$ cat src/hw/rtl/text_column_field_cut_filter_defines.svh
`ifndef TEXT_COLUMN_FIELD_CUT_FILTER_DEFINES_SVH
`define TEXT_COLUMN_FIELD_CUT_FILTER_DEFINES_SVH

// Check that holds at every clock edge outside reset.
`define TCF_ASSERT_ALWAYS(label, expr, msg) \
   label: assert property (@(posedge clock) disable iff (reset) (expr)) \
      else $error(msg);

// Check that a condition seen at one edge brings a result at the next edge.
`define TCF_ASSERT_NEXT(label, cause, effect, msg) \
   label: assert property (@(posedge clock) disable iff (reset) (cause) |=> (effect)) \
      else $error(msg);

`endif

$ cat src/hw/rtl/tcfcut_pkg.sv
package tcfcut_pkg;

   localparam int BOUND_BITS  = 16;
   localparam int RANGE_SLOTS = 3;
   localparam int BYTE_BITS   = 8;
   localparam int CSR_DATA_BITS = 32;
   localparam int CSR_ADDR_BITS = 5;

   localparam logic MODE_COLUMN = 1'b0;
   localparam logic MODE_FIELD  = 1'b1;

   localparam logic [BYTE_BITS-1:0] CHAR_LF    = 8'h0A;
   localparam logic [BYTE_BITS-1:0] CHAR_TAB   = 8'h09;
   localparam logic [BYTE_BITS-1:0] CHAR_CR    = 8'h0D;
   localparam logic [BYTE_BITS-1:0] CHAR_SPACE = 8'h20;

   localparam logic [BOUND_BITS-1:0] LOW_RESET  = 16'd1;
   localparam logic [BOUND_BITS-1:0] HIGH_RESET = 16'd0;

   typedef enum logic [2:0] {
      REG_MODE   = 3'd0,
      REG_A_LOW  = 3'd1,
      REG_A_HIGH = 3'd2,
      REG_B_LOW  = 3'd3,
      REG_B_HIGH = 3'd4,
      REG_C_LOW  = 3'd5,
      REG_C_HIGH = 3'd6
   } reg_index_type;

   typedef struct packed {
      logic                                   mode;
      logic [RANGE_SLOTS-1:0][BOUND_BITS-1:0] low;
      logic [RANGE_SLOTS-1:0][BOUND_BITS-1:0] high;
   } cfg_type;

   typedef struct packed {
      logic [BYTE_BITS-1:0] text_byte;
      logic                 node_last;
   } item_type;

endpackage

$ cat src/hw/rtl/text_column_field_cut_filter.sv
// Path: a kept word is held in the input stage register, then in the output register, which
//   drives rsp_tvalid; while the output register is stalled the word waits in the input stage.
// Throughput: one word per cycle, but a kept word waits while the output register is stalled;
//   the input stage frees as it hands over, and a dropped word leaves it even during such a stall.
// Reset: synchronous, active high; clears both stage valids, the column counter to 1,
//   the field counter and token flag to 0, mode to columns and all intervals to empty.
module text_column_field_cut_filter
   import tcfcut_pkg::*;
#(
   parameter int COUNT_BITS = 16,
   parameter int NUM_RANGES = 3
) (
   input  logic                     clock,
   input  logic                     reset,
   // input stream
   input  logic                     req_tvalid,
   output logic                     req_tready,
   input  logic [7:0]               req_tdata,   // [7:0] text_byte
   input  logic                     req_tlast,   // node_last
   // result stream
   output logic                     rsp_tvalid,
   input  logic                     rsp_tready,
   output logic [7:0]               rsp_tdata,   // [7:0] kept_byte
   // configuration
   input  logic                     csr_psel,
   input  logic                     csr_penable,
   input  logic                     csr_pwrite,
   input  logic [CSR_ADDR_BITS-1:0] csr_paddr,
   input  logic [CSR_DATA_BITS-1:0] csr_pwdata,
   output logic [CSR_DATA_BITS-1:0] csr_prdata,
   output logic                     csr_pready
);

   cfg_type  cfg;

   // input stage
   logic     in_valid_ff;
   logic     in_valid_in;
   item_type in_item_ff;

   // output stage
   logic                 out_valid_ff;
   logic                 out_valid_in;
   logic [BYTE_BITS-1:0] out_byte_ff;

   logic req_accept;
   logic keep;
   logic advance;

   tcfcut_csr u_csr (
      .clock       (clock),
      .reset       (reset),
      .csr_psel    (csr_psel),
      .csr_penable (csr_penable),
      .csr_pwrite  (csr_pwrite),
      .csr_paddr   (csr_paddr),
      .csr_pwdata  (csr_pwdata),
      .csr_prdata  (csr_prdata),
      .csr_pready  (csr_pready),
      .cfg         (cfg)
   );

   tcfcut_core #(
      .COUNT_BITS (COUNT_BITS),
      .NUM_RANGES (NUM_RANGES)
   ) u_core (
      .clock   (clock),
      .reset   (reset),
      .cfg     (cfg),
      .item    (in_item_ff),
      .advance (advance),
      .keep    (keep)
   );

   // Advance the held word when it is dropped or the output register can take it.
   assign advance    = in_valid_ff && (!keep || !out_valid_ff || rsp_tready);
   assign req_tready = !in_valid_ff || advance;
   assign req_accept = req_tvalid && req_tready;

   always_comb begin
      in_valid_in = in_valid_ff;
      if (req_accept) begin
         in_valid_in = 1'b1;
      end else if (advance) begin
         in_valid_in = 1'b0;
      end
   end

   always_comb begin
      out_valid_in = out_valid_ff;
      if (advance && keep) begin
         out_valid_in = 1'b1;
      end else if (rsp_tready) begin
         out_valid_in = 1'b0;
      end
   end

   always_ff @(posedge clock) begin
      if (reset) begin
         in_valid_ff  <= 1'b0;
         out_valid_ff <= 1'b0;
      end else begin
         in_valid_ff  <= in_valid_in;
         out_valid_ff <= out_valid_in;
      end
   end

   // payload: load without reset
   always_ff @(posedge clock) begin
      if (req_accept) begin
         in_item_ff.text_byte <= req_tdata;
         in_item_ff.node_last <= req_tlast;
      end
      if (advance && keep) begin
         out_byte_ff <= in_item_ff.text_byte;
      end
   end

   assign rsp_tvalid = out_valid_ff;
   assign rsp_tdata  = out_byte_ff;

endmodule

$ cat src/hw/rtl/tcfcut_csr.sv
module tcfcut_csr
   import tcfcut_pkg::*;
(
   input  logic                     clock,
   input  logic                     reset,
   input  logic                     csr_psel,
   input  logic                     csr_penable,
   input  logic                     csr_pwrite,
   input  logic [CSR_ADDR_BITS-1:0] csr_paddr,
   input  logic [CSR_DATA_BITS-1:0] csr_pwdata,
   output logic [CSR_DATA_BITS-1:0] csr_prdata,
   output logic                     csr_pready,
   output cfg_type                  cfg
);

   cfg_type       cfg_ff;
   cfg_type       cfg_in;
   reg_index_type index;
   logic          write_strobe;

   assign csr_pready   = 1'b1;
   assign index        = reg_index_type'(csr_paddr[CSR_ADDR_BITS-1:2]);
   assign write_strobe = csr_psel && csr_penable && csr_pwrite && csr_pready;
   assign cfg          = cfg_ff;

   always_comb begin
      cfg_in = cfg_ff;
      if (write_strobe) begin
         unique case (index)
            REG_MODE:   cfg_in.mode    = csr_pwdata[0];
            REG_A_LOW:  cfg_in.low[0]  = csr_pwdata[BOUND_BITS-1:0];
            REG_A_HIGH: cfg_in.high[0] = csr_pwdata[BOUND_BITS-1:0];
            REG_B_LOW:  cfg_in.low[1]  = csr_pwdata[BOUND_BITS-1:0];
            REG_B_HIGH: cfg_in.high[1] = csr_pwdata[BOUND_BITS-1:0];
            REG_C_LOW:  cfg_in.low[2]  = csr_pwdata[BOUND_BITS-1:0];
            REG_C_HIGH: cfg_in.high[2] = csr_pwdata[BOUND_BITS-1:0];
            default:    cfg_in = cfg_ff;
         endcase
      end
   end

   always_comb begin
      unique case (index)
         REG_MODE:   csr_prdata = CSR_DATA_BITS'(cfg_ff.mode);
         REG_A_LOW:  csr_prdata = CSR_DATA_BITS'(cfg_ff.low[0]);
         REG_A_HIGH: csr_prdata = CSR_DATA_BITS'(cfg_ff.high[0]);
         REG_B_LOW:  csr_prdata = CSR_DATA_BITS'(cfg_ff.low[1]);
         REG_B_HIGH: csr_prdata = CSR_DATA_BITS'(cfg_ff.high[1]);
         REG_C_LOW:  csr_prdata = CSR_DATA_BITS'(cfg_ff.low[2]);
         REG_C_HIGH: csr_prdata = CSR_DATA_BITS'(cfg_ff.high[2]);
         default:    csr_prdata = '0;
      endcase
   end

   always_ff @(posedge clock) begin
      if (reset) begin
         cfg_ff.mode <= MODE_COLUMN;
         for (int i = 0; i < RANGE_SLOTS; i++) begin
            cfg_ff.low[i]  <= LOW_RESET;
            cfg_ff.high[i] <= HIGH_RESET;
         end
      end else begin
         cfg_ff <= cfg_in;
      end
   end

endmodule

$ cat src/hw/rtl/tcfcut_core.sv
`include "text_column_field_cut_filter_defines.svh"

module tcfcut_core
   import tcfcut_pkg::*;
#(
   parameter int COUNT_BITS = 16,
   parameter int NUM_RANGES = 3
) (
   input  logic     clock,
   input  logic     reset,
   input  cfg_type  cfg,
   input  item_type item,
   input  logic     advance,
   output logic     keep
);

   localparam int CMP_BITS = (COUNT_BITS > BOUND_BITS) ? COUNT_BITS : BOUND_BITS;
   localparam logic [COUNT_BITS-1:0] COUNT_MAX = '1;
   localparam logic [COUNT_BITS-1:0] COUNT_ONE = COUNT_BITS'(1);

   logic [COUNT_BITS-1:0] column_count_ff;
   logic [COUNT_BITS-1:0] column_count_in;
   logic [COUNT_BITS-1:0] field_count_ff;
   logic [COUNT_BITS-1:0] field_count_in;
   logic                  inside_token_ff;
   logic                  inside_token_in;

   logic [COUNT_BITS-1:0] column_inc;
   logic [COUNT_BITS-1:0] field_inc;
   logic [CMP_BITS-1:0]   probe;
   logic                  is_nl;
   logic                  is_ws;
   logic                  force_keep;
   logic                  hit;

   assign is_nl = (item.text_byte == CHAR_LF);
   assign is_ws = is_nl || (item.text_byte == CHAR_SPACE) ||
                  (item.text_byte == CHAR_TAB) || (item.text_byte == CHAR_CR);

   // saturating increments
   assign column_inc = (column_count_ff == COUNT_MAX) ? COUNT_MAX : column_count_ff + 1'b1;
   assign field_inc  = (field_count_ff == COUNT_MAX) ? COUNT_MAX : field_count_ff + 1'b1;

   always_comb begin
      column_count_in = column_count_ff;
      field_count_in  = field_count_ff;
      inside_token_in = inside_token_ff;
      force_keep      = 1'b0;
      probe           = CMP_BITS'(column_count_ff);
      if (cfg.mode == MODE_FIELD) begin
         if (is_ws) begin
            force_keep      = 1'b1;
            inside_token_in = 1'b0;
            if (is_nl) begin
               field_count_in = '0;
            end
         end else begin
            inside_token_in = 1'b1;
            if (!inside_token_ff) begin
               field_count_in = field_inc;
            end
            probe = CMP_BITS'(field_count_in);
         end
      end else begin
         if (is_nl) begin
            force_keep      = 1'b1;
            column_count_in = COUNT_ONE;
         end else begin
            column_count_in = column_inc;
         end
      end
      if (item.node_last) begin
         column_count_in = COUNT_ONE;
         field_count_in  = '0;
         inside_token_in = 1'b0;
      end
   end

   // one comparator pair per interval
   always_comb begin
      hit = 1'b0;
      for (int i = 0; i < NUM_RANGES; i++) begin
         if ((CMP_BITS'(cfg.low[i]) <= probe) && (probe <= CMP_BITS'(cfg.high[i]))) begin
            hit = 1'b1;
         end
      end
   end

   assign keep = force_keep || hit;

   always_ff @(posedge clock) begin
      if (reset) begin
         column_count_ff <= COUNT_ONE;
         field_count_ff  <= '0;
         inside_token_ff <= 1'b0;
      end else if (advance) begin
         column_count_ff <= column_count_in;
         field_count_ff  <= field_count_in;
         inside_token_ff <= inside_token_in;
      end
   end

   `TCF_ASSERT_ALWAYS(a_column_nonzero, column_count_ff != '0, "column count reached zero")
   `TCF_ASSERT_NEXT(a_node_end_clears, advance && item.node_last, (column_count_ff == COUNT_ONE) && (field_count_ff == '0) && !inside_token_ff, "counters not cleared after node end")
   `TCF_ASSERT_NEXT(a_newline_column, advance && !item.node_last && (cfg.mode == MODE_COLUMN) && is_nl, column_count_ff == COUNT_ONE, "column not restarted by newline")
   `TCF_ASSERT_NEXT(a_token_counts, advance && !item.node_last && (cfg.mode == MODE_FIELD) && !is_ws, inside_token_ff && (field_count_ff != '0), "token byte left no field number")

endmodule

$ cat config.mk
export PLATFORM = sky130hd
export DESIGN_NAME = text_column_field_cut_filter
export DESIGN_NICKNAME = d
export VERILOG_FILES = /design/src/hw/rtl/tcfcut_pkg.sv /design/src/hw/rtl/text_column_field_cut_filter.sv /design/src/hw/rtl/tcfcut_csr.sv /design/src/hw/rtl/tcfcut_core.sv
export VERILOG_INCLUDE_DIRS = /design/src /design/src/hw/rtl
export SDC_FILE = /design/constraint.sdc
export NUM_CORES = 1
export LEC_CHECK = 0
export ABC_AREA = 1
export BUFFER_PORTS_ARGS = -buffer_cell sky130_fd_sc_hd__buf_2
export CAP_MARGIN = 20
export CORE_AREA = 5 5 201 203
export DETAILED_ROUTE_END_ITERATION = 8
export DIE_AREA = 0 0 206 208
export GPL_ROUTABILITY_DRIVEN = 0
export SLEW_MARGIN = 15
export SYNTH_ARGS = -nofsm -noshare
export SYNTH_HDL_FRONTEND = slang
export SYNTH_SLANG_ARGS = --single-unit
$ cat constraint.sdc
create_clock -name clock -period 4.6 [get_ports clock]
set_input_delay 0 -clock clock [delete_from_list [all_inputs] [get_ports clock]]
set_output_delay 0 -clock clock [all_outputs]
set_load 0.005 [all_outputs]
==> run metrics, run 1 <==
Die Ht=208 µm; Detailed Route WL=31.0 mm; FF+latch count, synth=149; Total GRT Usage=14.3%; status=completed; Boundary Pins=96; power per cell area=305 nW/µm²; synth unique cells=40; Port Buffer Count=60; layout cells sized above 1=9.38%; post-synthesis sequential area ratio=33.2%; Final min period=4.32 ns; Post-DRT Antenna Nets=0; Fin. Hold Viols=0; required time worst endpoint=4.92 ns; setup TNS=0 ns; period utilisation layout=93.8%; DRT Pass-1 Iters=5; Cells after Synth=1352; final cell count without fillers=1957; antenna violations before repair=0; Worst Clk Skew=0.0148 ns; synthesized area=9490 µm²; yosys warns=0; via count=9355; min-delay src=reset; CTS root buffer=clkbuf_16; highest-count cells in the layout ignoring fill and taps=259 x nand2_1, 187 x nor2_1, 145 x inv_1; H-tree levels=4; actual slew at the worst max-slew pin=1.10 ns; vias in the first global route=9041; maximum fanout along the worst path=4; Num CTS Buffers=17; Worst EP arrival=4.63 ns; reg2reg start=u_core.field_count_ff[0]; Core Area=38300 µm²; unrepaired setup endpoints after global routing=no; Pleak=5.05 nW; CP Class=reg -> reg; CP startpoint kind=register; cell row count=72; Max Clock Freq=0.232 GHz; area added between synthesis and finish=18.5%; FILL cells=4106; largest net degree at the start of global routing=51; CTS Buffer Depth=2; worst rel slew slack=26.4%; Hold Slack=0.132 ns; endpoint class of the critical path=register; Hold/Removal Path Class=in -> reg; total grt overflow=0; Die ar.=42800 µm²; Antenna diodes=0; final setup vio count=0; global-route wire length before repair=48.8 mm; 1st-iter DRT viols=658; # Post-CTS Setup Buffers=0; Worst-path clk slew=0.06 ns; VDD IR max=0.273 mV; most common cell after layout, fill and taps aside=nand2_1; dpl cells=1897; CTS tree=built; origin of the worst setup path=u_core.field_count_ff[0]; nets=1578; syn_area_per_cell=7.02 µm²; fin. max-slew vios=0; Worst-Skew Late Latency=0.44 ns; die width=206 µm; Initial Util=24.8%; clock sink count=149; Wirelength per Cell=15.8 µm; Via density=4.78; drt drc=0; max_cap viols=0; Final HPWL DP=21.8 mm
[cell families (layout without fill, tap and decap cells)]
| group | Yosys count | after routing | synth area share, % |
|---|---|---|---|
| buf+inv | 221 | 293 | 9.55 |
| simple gates | 564 | 564 | 25.0 |
| fa+ha+maj | 98 | 98 | 12.9 |
| other cells | 2 | 17 | 0.0791 |
| xor+xnor | 15 | 15 | 1.38 |
| flops | 149 | 149 | 33.2 |
| compound gates | 303 | 303 | 17.8 |
[critical path, stage by stage (launching register included)]
cell	delay, ns
dfxtp_1	0.39
ha_1	0.22
nand3_1	0.18
nor3_1	0.32
nand2_1	0.11
xor2_1	0.14
nand2_1	0.10
o21ai_0	0.30
buf_4	0.22
inv_1	0.08
ha_1	0.18
a21oi_1	0.14
o21ai_0	0.09
a21oi_1	0.26
nand2_1	0.09
nand2_1	0.07
nand2_1	0.05
nand2_1	0.22
nor2_1	0.09
nand3b_1	0.20
nand2_1	0.11
a21oi_1	0.06
dlygate4sd3_1	0.60
[routing by layer]
metal	global-route usage [%]	part of all wire, %	up-vias
li1	-	-	4668
met5	0	0	-
met4	5.78	3.4	0
met3	2.04	4.5	62
met1	18.5	44	4359
met2	23.8	48	266
[per-stage QoR]
stage	instance area, µm²	utilization, %	total power [mW]	worst slack, ns
2_1_floorplan	9550	-	1.81	0.826
3_3_place_gp	10300	27.0	1.99	0.310
3_5_place_dp	10300	27.0	2.00	0.237
4_1_cts	11200	29.2	3.44	0.0555
5_1_grt	11200	29.4	3.59	0.0190
6_report	11200	29.4	3.43	0.285
[synthesized netlist by cell type (all sizes together)]
master	n	area share (%)
o31ai	1	0.079
o21a	4	0.32
o211ai	4	0.32
xor2	14	1.3
a21o	3	0.24
nand4	44	2.9
ha	98	13
or2	2	0.13
a22oi	18	1.4
o2111ai	12	1.1
buf	23	1.7
dfxtp	132	28
clkinv	2	0.079
xnor2	1	0.092
and2	1	0.066
nor4	2	0.20
a31oi	1	0.066
nor3	28	1.7
clkbuf	47	1.9
nand2	260	10
o21ai	136	7.3
a221oi	9	0.83
edfxtp	17	5.4
o21bai	1	0.079
nor2	189	7.5
nand3	34	2.0
nand3b	4	0.32
inv	149	5.9
a21oi	110	5.8
conb	2	0.079
o22ai	4	0.26
[power by group]
part	internal [mW]	switching, mW	total, mW
Combinational	0.214	0.411	0.626
Clock	0.829	0.589	1.42
Sequential	1.36	0.0273	1.38
[final cells by class]
| cell class | count | area, µm² | share of cell area, % |
|---|---|---|---|
| Multi-Input combinational cell | 997 | 5530 | 49.2 |
| Inverter | 151 | 567 | 5.04 |
| Sequential cell | 149 | 3150 | 28.0 |
| Clock inverter | 11 | 125 | 1.11 |
| Tap cell | 518 | 648 | 5.77 |
| Timing Repair Buffer | 111 | 761 | 6.77 |
| Clock buffer | 20 | 458 | 4.07 |
[sequential cells by signal, summed over array words and instances, names as in the netlist]
name and cells:
u_csr.cfg 97, u_core.column_count_ff 16, u_core.field_count_ff 16, in_item_ff 9, rsp_tdata 8, in_valid_ff 1
rsp_tvalid 1, u_core.inside_token_ff 1
[path summary, 6_finish.rpt]
| kind | slack [ns] | cells past startpoint | end |
|---|---|---|---|
| max | 0.28 | 22 | in_valid_ff |
| min | 0.13 | 2 | u_core.column_count_ff[10] |
| max reg2reg | 0.28 | 22 | in_valid_ff |
| min reg2reg | 0.45 | 0 | rsp_tdata[6] |
[what timing repair did]
action	4_1_cts	5_1_grt
hold endpoints to repair	108	0
setup endpoints to repair	0	52
gates resized for setup	0	15
hold buffers	28	0
No activity file was read; power rests on OpenSTA's default activity.
==> inputs of run 2 (changes only) <==
ABC_AREA = unset   (was 1)
CORE_AREA = 5 5 202 204   (was 5 5 201 203)
DIE_AREA = 0 0 207 209   (was 0 0 206 208)
==> run 2 against run 1 <==
Compared with the run above: cell count is 3.4% lower; global-route usage up 0.37 points; sequential power hardly changed; utilization rose by 1.0 points; design area rose by 5.7%; first-iteration DRC count rose by 14%; clock skew fell by 0.0027 ns; combinational power fell by 41%; critical path depth decreased by 2; non-clock buffer count up 56; clock-buffer cell count is 1 higher; largest power group unchanged; register-to-register slack got worse by 0.15 ns.
==> run metrics, run 2 <==
post-synthesis mux area share=3.16%; final setup vio count=0; cell row count=73; Wirelength per Cell=17.3 µm; Final HPWL DP=24.3 mm; adder-cell share of the synthesized area=12.8%; Synth area leader=dfxtp_1; Worst-Skew Late Latency=0.45 ns; Hold/Removal Path Class=in -> reg; reg2reg start=u_core.field_count_ff[1]; drt drc=0; status=completed; period utilisation layout=97.1%; Worst Setup EP=u_core.column_count_ff[10]; required time worst endpoint=4.94 ns; XOR/XNOR share of the synthesized area=1.01%; highest-count cells in the layout ignoring fill and taps=246 x nand2_1, 173 x a21oi_1, 132 x dfxtp_1; largest net degree at the start of global routing=80; Total GRT Usage=14.6%; commonest cells in the netlist=246 x nand2_1, 182 x a21oi_1, 132 x dfxtp_1; Synth Area in Compound Gates=22.3%; simple-gate share of the synthesized area=19.9%; CTS Buffer Depth=2; Worst Clk Skew=0.0122 ns; Via density=4.97; synthesized area=9570 µm²; clock sink count=149; register area=3150 µm²; via count=9394; Core Area=39100 µm²; maximum fanout along the worst path=10; CTS tree=built; Max Clock Freq=0.224 GHz; Pleak=4.46 nW; Detailed Route WL=32.6 mm; multi-input combinational cell area=5970 µm²; post-synthesis sequential area ratio=32.9%; Boundary Pins=96; FILL cells=4211; pre-CTS setup slack=-0.207 ns; antenna violations before repair=0; GRT busiest layer=met2; total grt overflow=0; Top FF cell, synth=dfxtp_1; Num CTS Buffers=17; top cell type's share of synthesized area=27.6%; max reg flops=97; Die Ht=209 µm; reg2reg end=u_core.column_count_ff[10]; CP startpoint kind=register; nets=1504; DRT Pass-1 Iters=7; H-tree levels=4; worst rel slew slack=29.4%; hold path depth=2; Synth area leaders=dfxtp_1 28%, ha_1 13%, nand2_1 9.6%; met1 Use GR=19.0%; origin of the worst setup path=u_core.field_count_ff[1]; endpoint class of the critical path=register; area added between synthesis and finish=24.2%; power per cell area=260 nW/µm²; CTS root buffer=clkbuf_16; fin. max-slew vios=0; met2 Track Usage GR=24.5%; Antenna diodes=0; asr flop ratio synth=0%; Final Power=3.09 mW; FF+latch count, synth=149; most frequent cell after synthesis=nand2_1; worst r2r path cells=20; syn_area_per_cell=7.75 µm²; Worst EP arrival=4.81 ns; Cells after Synth=1236; max_cap viols=0; final worst slack=0.132 ns; FF-to-FF setup slack=0.13 ns; layout cells sized above 1=17.0%; actual slew at the worst max-slew pin=1.06 ns; VDD IR max=0.268 mV; Initial Util=24.5%; 1st-iter DRT viols=749; Post-DRT Antenna Nets=0; die width=207 µm; Worst-path clk slew=0.06 ns; Fin. Hold Viols=0; Final min period=4.47 ns; most common cell after layout, fill and taps aside=nand2_1; Port Buffer Count=60; vias in the first global route=8963; CP Class=reg -> reg; global-route wire length before repair=50.8 mm; GR Layer Usage met3=2.30%; EDFF count, synth=17; synth unique cells=70; Die ar.=43300 µm²; main combinational cell family by area after synthesis=compound AO/OA/AOI/OAI gates; yosys warns=0
[run 2: final cells by class]
cell class                      count  area share [%]
Multi-Input combinational cell    927            50.3
Sequential cell                   149            26.5
Timing Repair Buffer              167            10.0
Tap cell                          525            5.53
Clock buffer                       21            4.05
Inverter                           91            2.87
Clock inverter                     11           0.758
[run 2: stage by stage]
stage               utilization [%]  hold WS [ns]  cell area [µm²]  setup TNS, ns  cells
finish                         30.4        0.0564            11900              0   1891
CTS                            29.7        0.0223            11600              0   1880
global placement               27.4         0.183            10700         -0.491   1820
global route                   30.4        0.0699            11900          -1.71   1891
detailed placement             27.4         0.180            10700          -1.96   1821
floorplan                         -        0.0989             9630              0   1251
[run 2: cell families (layout without fill, tap and decap cells)]
| kind of cell | after synthesis | after routing |
|---|---|---|
| DFF | 149 | 149 |
| other | 2 | 17 |
| and+or+nand+nor | 427 | 427 |
| AOI/OAI and AO/OA | 346 | 346 |
| xor gates and xnor gates | 11 | 11 |
| muxes | 28 | 28 |
| adders and majority gates | 98 | 98 |
| buffers and inverters | 175 | 290 |
[run 2: report_power, final]
part / leakage [nW] / switching [mW] / internal [mW]
clock network: 0.269 / 0.608 / 0.758
logic: 2.97 / 0.220 / 0.152
registers: 1.23 / 0.0163 / 1.34
total: 4.46 / 0.844 / 2.25
[run 2: worst max-delay path, stage by stage (launching register included)]
cell and delay [ns]:
dfxtp_1 0.35, ha_1 0.17, nor2b_2 0.15, nand3_1 0.10, or3_4 0.35, nor2_2 0.13
nand3_2 0.13, xnor2_2 0.27, a31oi_4 0.14, buf_4 0.18, ha_4 0.27, nand4_1 0.12
nor4_2 0.34, a21bo_1 0.26, a311oi_2 0.36, a21oi_4 0.09, o31ai_4 0.25, buf_4 0.18
buf_6 0.15, a41oi_1 0.10, a211oi_1 0.26
[run 2: layer usage]
layer	wire (µm)	vias to the layer above
met5	0	-
met4	1080	0
met3	1620	50
met2	15500	294
met1	14400	4485
li1	-	4565
[run 2: worst min-delay path by stage]
| stage | slack [ns] | endpoint | start |
|---|---|---|---|
| floorplan | 0.1 | in_item_ff[0] | req_tlast |
| finish | 0.06 | u_csr.cfg[96] | reset |
| global placement | 0.18 | in_item_ff[7] | req_tdata[6] |
| global route | 0.07 | u_csr.cfg[32] | reset |
| CTS | 0.02 | u_csr.cfg[96] | reset |
| detailed placement | 0.18 | in_item_ff[7] | req_tdata[6] |
[run 2: repair_timing]
action                     4_1_cts  5_1_grt
pin swaps                        0       11
buffers inserted                 0        9
hold endpoints to repair       108        0
cloned                           0        1
setup endpoints to repair       29       51
hold buffers                    27        0
gates resized for setup         12       41
